**config.mk**
```make
export PLATFORM = sky130hd
export DESIGN_NAME = gregorian_date_add_days
export DESIGN_NICKNAME = d
export VERILOG_FILES = /design/src/rtl/gdad_pkg.sv /design/src/rtl/gdad_seq.sv /design/src/rtl/gregorian_date_add_days.sv
export SDC_FILE = /design/constraint.sdc
export NUM_CORES = 1
export LEC_CHECK = 0
export ABC_AREA = 1
export ABC_CLOCK_PERIOD_IN_PS = 6700
export BUFFER_PORTS_ARGS = -buffer_cell sky130_fd_sc_hd__buf_2
export CAP_MARGIN = 0
export CORE_MARGIN = 1.5
export CORE_UTILIZATION = 42
export CTS_CLUSTER_DIAMETER = 120
export DETAILED_ROUTE_END_ITERATION = 8
export SETUP_SLACK_MARGIN = 0.4
export SLEW_MARGIN = 20
export SYNTH_ARGS = -nofsm -noshare
export SYNTH_HDL_FRONTEND = slang
export SYNTH_HIERARCHICAL = 1
export SYNTH_SLANG_ARGS = --single-unit
export TNS_END_PERCENT = 30
```
**constraint.sdc**
```tcl
create_clock -name clk_i -period 6.7 [get_ports clk_i]
set_input_delay 0.67 -clock clk_i [delete_from_list [all_inputs] [get_ports clk_i]]
set_output_delay 0.67 -clock clk_i [all_outputs]
set_load 0.05 [all_outputs]
```
**src/rtl/gdad_pkg.sv**
```systemverilog
// Shared types, constants and the month-length lookup for the Gregorian date adder.
// No dependencies.
`default_nettype none

package gdad_pkg;

  localparam int unsigned DAY_W   = 5;
  localparam int unsigned MONTH_W = 4;
  localparam int unsigned YEAR_W  = 16;
  localparam int unsigned COUNT_W = 16;

  localparam logic [MONTH_W-1:0] MONTH_JAN = 4'd1;
  localparam logic [MONTH_W-1:0] MONTH_FEB = 4'd2;
  localparam logic [MONTH_W-1:0] MONTH_DEC = 4'd12;

  localparam logic [YEAR_W-1:0] YEAR_CYCLE = 16'd400;
  localparam logic [8:0]        CENTURY_1  = 9'd100;
  localparam logic [8:0]        CENTURY_2  = 9'd200;
  localparam logic [8:0]        CENTURY_3  = 9'd300;
  localparam logic [8:0]        CYCLE_LAST = 9'd399;
  localparam logic [DAY_W-1:0]  FEB_LEAP   = 5'd29;

  localparam logic [DAY_W-1:0] MONTH_LEN [12] = '{
    5'd31, 5'd28, 5'd31, 5'd30, 5'd31, 5'd30,
    5'd31, 5'd31, 5'd30, 5'd31, 5'd30, 5'd31
  };

  typedef struct packed {
    logic [DAY_W-1:0]   start_day;
    logic [MONTH_W-1:0] start_month;
    logic [YEAR_W-1:0]  start_year;
    logic [COUNT_W-1:0] days_to_add;
  } gdad_in_t;

  typedef struct packed {
    logic [DAY_W-1:0]   result_day;
    logic [MONTH_W-1:0] result_month;
    logic [YEAR_W-1:0]  result_year;
    logic               invalid_month;
  } gdad_out_t;

  typedef struct packed {
    logic busy;
    logic done;
  } gdad_status_t;

  // Month must already be known to be 1..12.
  function automatic logic [DAY_W-1:0] gdad_month_len(input logic [MONTH_W-1:0] month,
                                                      input logic                leap);
    logic [3:0] idx;
    idx = month - MONTH_JAN;
    if (month == MONTH_FEB && leap) begin
      return FEB_LEAP;
    end
    return MONTH_LEN[idx];
  endfunction

endpackage

`default_nettype wire

```
**src/rtl/gdad_seq.sv**
```systemverilog
// Sequencer and shared subtractor for the date adder: year mod 400 reduction,
// then a month-by-month walk. Depends on gdad_pkg.
`default_nettype none

module gdad_seq
  import gdad_pkg::*;
(
  input  wire logic         clk_i,
  input  wire logic         rst_ni,
  input  wire logic         start_i,
  input  wire gdad_in_t     item_i,
  input  wire logic         take_i,
  output gdad_out_t         res_o,
  output gdad_status_t      status_o
);

  localparam logic [1:0] S_IDLE = 2'd0;
  localparam logic [1:0] S_MOD  = 2'd1;
  localparam logic [1:0] S_WALK = 2'd2;
  localparam logic [1:0] S_DONE = 2'd3;

  logic [1:0]         state_q, state_d;
  logic [DAY_W-1:0]   day_q, day_d;
  logic [MONTH_W-1:0] month_q, month_d;
  logic [YEAR_W-1:0]  year_q, year_d;
  logic [COUNT_W:0]   left_q, left_d;
  logic [YEAR_W-1:0]  red_q, red_d;
  logic [2:0]         k_q, k_d;
  logic               bad_q, bad_d;

  logic               leap;
  logic [DAY_W-1:0]   dim;
  logic signed [17:0] op_a, op_b, diff;

  // red_q holds year mod 400 once the reduction is done
  assign leap = (year_q[1:0] == 2'd0) && (red_q[8:0] != CENTURY_1) &&
                (red_q[8:0] != CENTURY_2) && (red_q[8:0] != CENTURY_3);
  assign dim  = gdad_month_len(month_q, leap);

  always_comb begin
    if (state_q == S_MOD) begin
      op_a = signed'({2'b00, red_q});
      op_b = signed'({2'b00, 16'(YEAR_CYCLE << k_q)});
    end else begin
      op_a = signed'({1'b0, left_q});
      op_b = signed'(18'(dim) + 18'd1 - 18'(day_q));
    end
    diff = op_a - op_b;
  end

  always_comb begin
    state_d = state_q;
    day_d   = day_q;
    month_d = month_q;
    year_d  = year_q;
    left_d  = left_q;
    red_d   = red_q;
    k_d     = k_q;
    bad_d   = bad_q;
    unique case (state_q)
      S_IDLE: begin
        if (start_i) begin
          day_d   = item_i.start_day;
          month_d = item_i.start_month;
          year_d  = item_i.start_year;
          left_d  = {1'b0, item_i.days_to_add};
          red_d   = item_i.start_year;
          k_d     = 3'd7;
          bad_d   = (item_i.start_month < MONTH_JAN) || (item_i.start_month > MONTH_DEC);
          state_d = bad_d ? S_DONE : S_MOD;
        end
      end
      S_MOD: begin
        if (!diff[17]) begin
          red_d = diff[15:0];
        end
        k_d = k_q - 3'd1;
        if (k_q == 3'd0) begin
          state_d = S_WALK;
        end
      end
      S_WALK: begin
        if (left_q == '0) begin
          state_d = S_DONE;
        end else if (!diff[17]) begin
          left_d = diff[COUNT_W:0];
          day_d  = 5'd1;
          if (month_q == MONTH_DEC) begin
            month_d = MONTH_JAN;
            year_d  = year_q + 16'd1;
            red_d   = (year_q == 16'hFFFF || red_q[8:0] == CYCLE_LAST) ? '0 : red_q + 16'd1;
          end else begin
            month_d = month_q + 4'd1;
          end
        end else begin
          day_d  = day_q + left_q[DAY_W-1:0];
          left_d = '0;
        end
      end
      S_DONE: begin
        if (take_i) begin
          state_d = S_IDLE;
        end
      end
      default: state_d = S_IDLE;
    endcase
  end

  always_ff @(posedge clk_i or negedge rst_ni) begin
    if (!rst_ni) begin
      state_q <= S_IDLE;
    end else begin
      state_q <= state_d;
    end
  end

  always_ff @(posedge clk_i) begin
    day_q   <= day_d;
    month_q <= month_d;
    year_q  <= year_d;
    left_q  <= left_d;
    red_q   <= red_d;
    k_q     <= k_d;
    bad_q   <= bad_d;
  end

  assign res_o.result_day    = day_q;
  assign res_o.result_month  = month_q;
  assign res_o.result_year   = year_q;
  assign res_o.invalid_month = bad_q;
  assign status_o.busy       = (state_q != S_IDLE);
  assign status_o.done       = (state_q == S_DONE);

endmodule

`default_nettype wire

```
**src/rtl/gregorian_date_add_days.sv**
```systemverilog
// Top level of the Gregorian date adder: input beat capture and output register.
// Depends on gdad_pkg and gdad_seq.
`default_nettype none

// One date at a time. After a beat is accepted the block reduces the year
// modulo 400 through its single subtractor. It then walks month by month,
// with one more step when the walk ends part-way through a month, and holds
// the result in its done state until the output register takes it.
// A start month outside 1..12 returns the date unchanged with invalid_month
// set, skipping the reduction and the walk. A finished result sits in the
// output register, so the next beat can be taken while it waits.
module gregorian_date_add_days
  import gdad_pkg::*;
(
  input  wire logic      clk_i,
  input  wire logic      rst_ni,
  input  wire logic      in_valid_i,
  output logic           in_stall_o,
  input  wire gdad_in_t  in_data_i,
  output logic           out_valid_o,
  input  wire logic      out_stall_i,
  output gdad_out_t      out_data_o
);

  gdad_status_t status;
  gdad_out_t    res;
  logic         in_acc;
  logic         take;
  logic         out_valid_q, out_valid_d;
  gdad_out_t    out_q;

  assign in_stall_o = status.busy;
  assign in_acc     = in_valid_i && !status.busy;
  assign take       = status.done && (!out_valid_q || !out_stall_i);

  gdad_seq u_seq (
    .clk_i    (clk_i),
    .rst_ni   (rst_ni),
    .start_i  (in_acc),
    .item_i   (in_data_i),
    .take_i   (take),
    .res_o    (res),
    .status_o (status)
  );

  always_comb begin
    out_valid_d = out_valid_q;
    if (take) begin
      out_valid_d = 1'b1;
    end else if (!out_stall_i) begin
      out_valid_d = 1'b0;
    end
  end

  always_ff @(posedge clk_i or negedge rst_ni) begin
    if (!rst_ni) begin
      out_valid_q <= 1'b0;
    end else begin
      out_valid_q <= out_valid_d;
    end
  end

  always_ff @(posedge clk_i) begin
    if (take) begin
      out_q <= res;
    end
  end

  assign out_valid_o = out_valid_q;
  assign out_data_o  = out_q;

  a_start_busy: assert property (@(posedge clk_i) disable iff (!rst_ni)
    in_acc |=> status.busy)
    else $error("accepted beat did not start the sequencer");

  a_take_fills: assert property (@(posedge clk_i) disable iff (!rst_ni)
    take |=> out_valid_q && !status.done)
    else $error("finished result not moved to output register");

  a_bad_month: assert property (@(posedge clk_i) disable iff (!rst_ni)
    out_valid_q && out_q.invalid_month |->
      (out_q.result_month == 4'd0 || out_q.result_month > MONTH_DEC))
    else $error("invalid flag on a valid month");

  a_good_month: assert property (@(posedge clk_i) disable iff (!rst_ni)
    out_valid_q && !out_q.invalid_month |->
      (out_q.result_month != 4'd0 && out_q.result_month <= MONTH_DEC))
    else $error("result month out of range");

endmodule

`default_nettype wire

```
==> flow_summary.json <==
{
  "antenna_found_initial": 0,
  "cts-root-buf": "clkbuf_16",
  "startpoint_type": "flip-flop",
  "antenna_left": 0,
  "grt_pass1_vias": 5187,
  "dieArea_sq_um": 16700,
  "yosysWarnings": 6,
  "cts-resized-gates": 0,
  "synthDistinctLibCells": 41,
  "num_vias": 5829,
  "areaGrowthSynthToFinish_pct": 12.9,
  "worst_pin_slew_ns": 0.762,
  "syn_avg_cell_area_sq_um": 7.74,
  "nets": 1022,
  "hpwl_microns": 13800,
  "period_share_pct": 74.1,
  "cap_violations": 0,
  "hold_viol_final": 0,
  "crit_type": "flip-flop to flip-flop",
  "fin_skew_ns": 0.00987,
  "final_common_cell": "nand2_1",
  "hp-class": "input pin to asynchronous set/reset pin",
  "die_h_microns": 129,
  "numCtsBuffers": 9,
  "outcome": "finished clean",
  "postCtsSetupBuffers": 0,
  "tns_ns": 0,
  "end_kind": "flip-flop",
  "dr_wl_met2_microns": 8120,
  "drive_above_1_share_pct": 12.0,
  "io_buffers": 72,
  "clkLatencyLatePin_ns": 0.35,
  "wl_met3_microns": 1120,
  "setup_ws_ns": 1.74,
  "start_util_pct": 43.5,
  "die_width_microns": 129,
  "synth_seq_cells": 91,
  "io_pins": 73,
  "drcViolationCount": 0,
  "finalSetupViolCount": 0,
  "arrival_ns": 4.95,
  "cpPeakStageDelay_ns": 0.51,
  "slew_headroom_pct": 48.9,
  "cpMaxStageDelayCell": "edfxtp_1",
  "cts_tree": "done",
  "clock_sinks": 91,
  "netlist_instances": 864,
  "cp_common_cell": "nand2_1",
  "gr-total-overflow": 0,
  "rsz0062_at_grt": "false",
  "syn-num-nets": 957,
  "cts.path.max_buffers": 2,
  "path_clk_slew_ns": 0.07,
  "grt_first_pass_wirelength_microns": 27900,
  "grt_max_degree": 44,
  "drt-vias-per-instance": 5.09,
  "synth-seq-area-share_pct": 40.7,
  "syn-cell-area_sq_um": 6680,
  "wl_met1_microns": 8530,
  "layout_min_cycle_time_ns": 4.96,
  "finalMaxSlewViolations": 0,
  "diodes": 0,
  "core_area_sq_um": 15400,
  "nFillCells": 1559,
  "path_max_fanout": 16,
  "rows": 45,
  "postCtsHoldBufs": 0,
  "crit_required_ns": 6.68,
  "htreeDepth": 3,
  "grt_util_all_layers_pct": 22.1,
  "place_ws_ns": 1.80,
  "final_cell_mix": "nand2_1 (278), inv_1 (102), edfxtp_1 (88)",
  "first_pass_iters": 6,
  "clock.fmax_ghz": 0.201,
  "routabilityCongestion": 0.952,
  "top_layer": "met4",
  "wire_per_inst_microns": 15.8,
  "routed_wl_microns": 18100,
  "drt_iter0_markers": 469
}
## final timing paths
path / start / endpoint / slack [ns] / cells after the start
worst max register to register: u_seq/month_q[0]$_DFFE_PP_ / u_seq/red_q[11]$_DFFE_PP_ / 1.74 / 29
min in group clk_i: u_seq/bad_q$_DFFE_PP_ / out_data_o[0]$_DFFE_PP_ / 0.42 / 0
worst max-delay path: u_seq/month_q[0]$_DFFE_PP_ / u_seq/red_q[11]$_DFFE_PP_ / 1.74 / 29
worst min-delay path: rst_ni / u_seq/state_q[0]$_DFFE_PN0P_ / 0.10 / 1
max in group asynchronous: rst_ni / u_seq/state_q[1]$_DFFE_PN0P_ / 6.49 / 1
worst min register to register: u_seq/bad_q$_DFFE_PP_ / out_data_o[0]$_DFFE_PP_ / 0.42 / 0
## per-stage QoR
| step | instance area (sq um) | utilization (%) | hold slack, ns | std cells |
|---|---|---|---|---|
| 2_1_floorplan | 6680 | - | 0.374 | 864 |
| 3_5_place_dp | 7250 | 47.2 | 0.430 | 1129 |
| 4_1_cts | 7550 | 49.1 | 0.0922 | 1145 |
| 6_report | 7550 | 49.1 | 0.104 | 1145 |
| 3_3_place_gp | 7250 | 47.2 | 0.405 | 1129 |
| 5_1_grt | 7550 | 49.1 | 0.0984 | 1145 |
## synthesized netlist by cell type
library cell    n  share of area (%)
a21o_1          1               0.11
and2_1          1              0.094
a22oi_1         2               0.22
o211ai_1        2               0.22
nand2_1       278                 16
clkinv_1        1              0.056
buf_2           3               0.22
and3_1          2               0.19
nand3b_1       17                1.9
buf_6           1               0.17
o21bai_1        2               0.22
nor2_2          2               0.19
nor2_4          2               0.34
nor3_1          9               0.67
o22ai_1         2               0.19
nor2_1         71                4.0
o2111ai_1       1               0.13
nand3_2         1               0.15
a21oi_2         2               0.26
dfrtp_1         3                1.1
o31ai_1         1               0.11
buf_4           1               0.11
inv_2           1              0.056
nand2_4         2               0.34
or2_2           1              0.094
nand4_2         1               0.19
fa_1            3               0.90
inv_1         102                5.7
buf_1           5               0.28
nand4_1        13                1.2
clkbuf_1       14               0.79
a31oi_1         7               0.66
xnor2_1        13                1.7
nand2_2         4               0.37
nand3_1        61                4.6
ha_1           45                8.4
a21oi_1        30                2.2
xor2_1         25                3.3
a21boi_0        1               0.11
edfxtp_1       88                 40
o21ai_0        43                3.2
## final cells by class
cell class	instances	area, sq um	share of cell area [%]
clock inverter	7	68.8	0.912
inverter	104	390	5.17
clock buffer	9	225	2.98
multi-input combinational	645	3480	46.1
tap	211	264	3.50
timing repair buffer	78	405	5.37
sequential	91	2720	36.0
## critical path, delay by kind of cell (launching register included)
family,cells,cell delay (ns)
xor gates and xnor gates,2,0.36
AOI/OAI and AO/OA,1,0.06
DFF,1,0.51
buffers and inverters,5,0.87
adders and majority gates,5,1.38
and+or+nand+nor,16,1.39
## logic make-up (layout without fill, tap and decap cells)
| group | Yosys count | in the layout | synth area share (%) |
|---|---|---|---|
| buffers and inverters | 128 | 198 | 7.41 |
| xor gates and xnor gates | 38 | 38 | 4.98 |
| DFF | 91 | 91 | 40.7 |
| AOI/OAI and AO/OA | 94 | 94 | 7.71 |
| and+or+nand+nor | 465 | 465 | 29.9 |
| adders and majority gates | 48 | 48 | 9.32 |
## metal layers
metal | vias up | global-route usage, %
met5 | - | 0
met4 | 0 | 5.88
met3 | 19 | 3.88
met2 | 187 | 35.1
met1 | 2658 | 31.3
li1 | 2965 | -
## sequential cells by signal, summed over array words and instances (netlist names)
name and count:
out_data_o 26, u_seq/left_q 17, u_seq/red_q 16, u_seq/year_q 16, u_seq/day_q 5, u_seq/month_q 4, u_seq/k_q 3, u_seq/state_q 2
out_valid_o 1, u_seq/bad_q 1
Power is left out: the tool's default activity adds up to more than one toggle a clock period on the data nets, which glitch-free logic cannot reach.
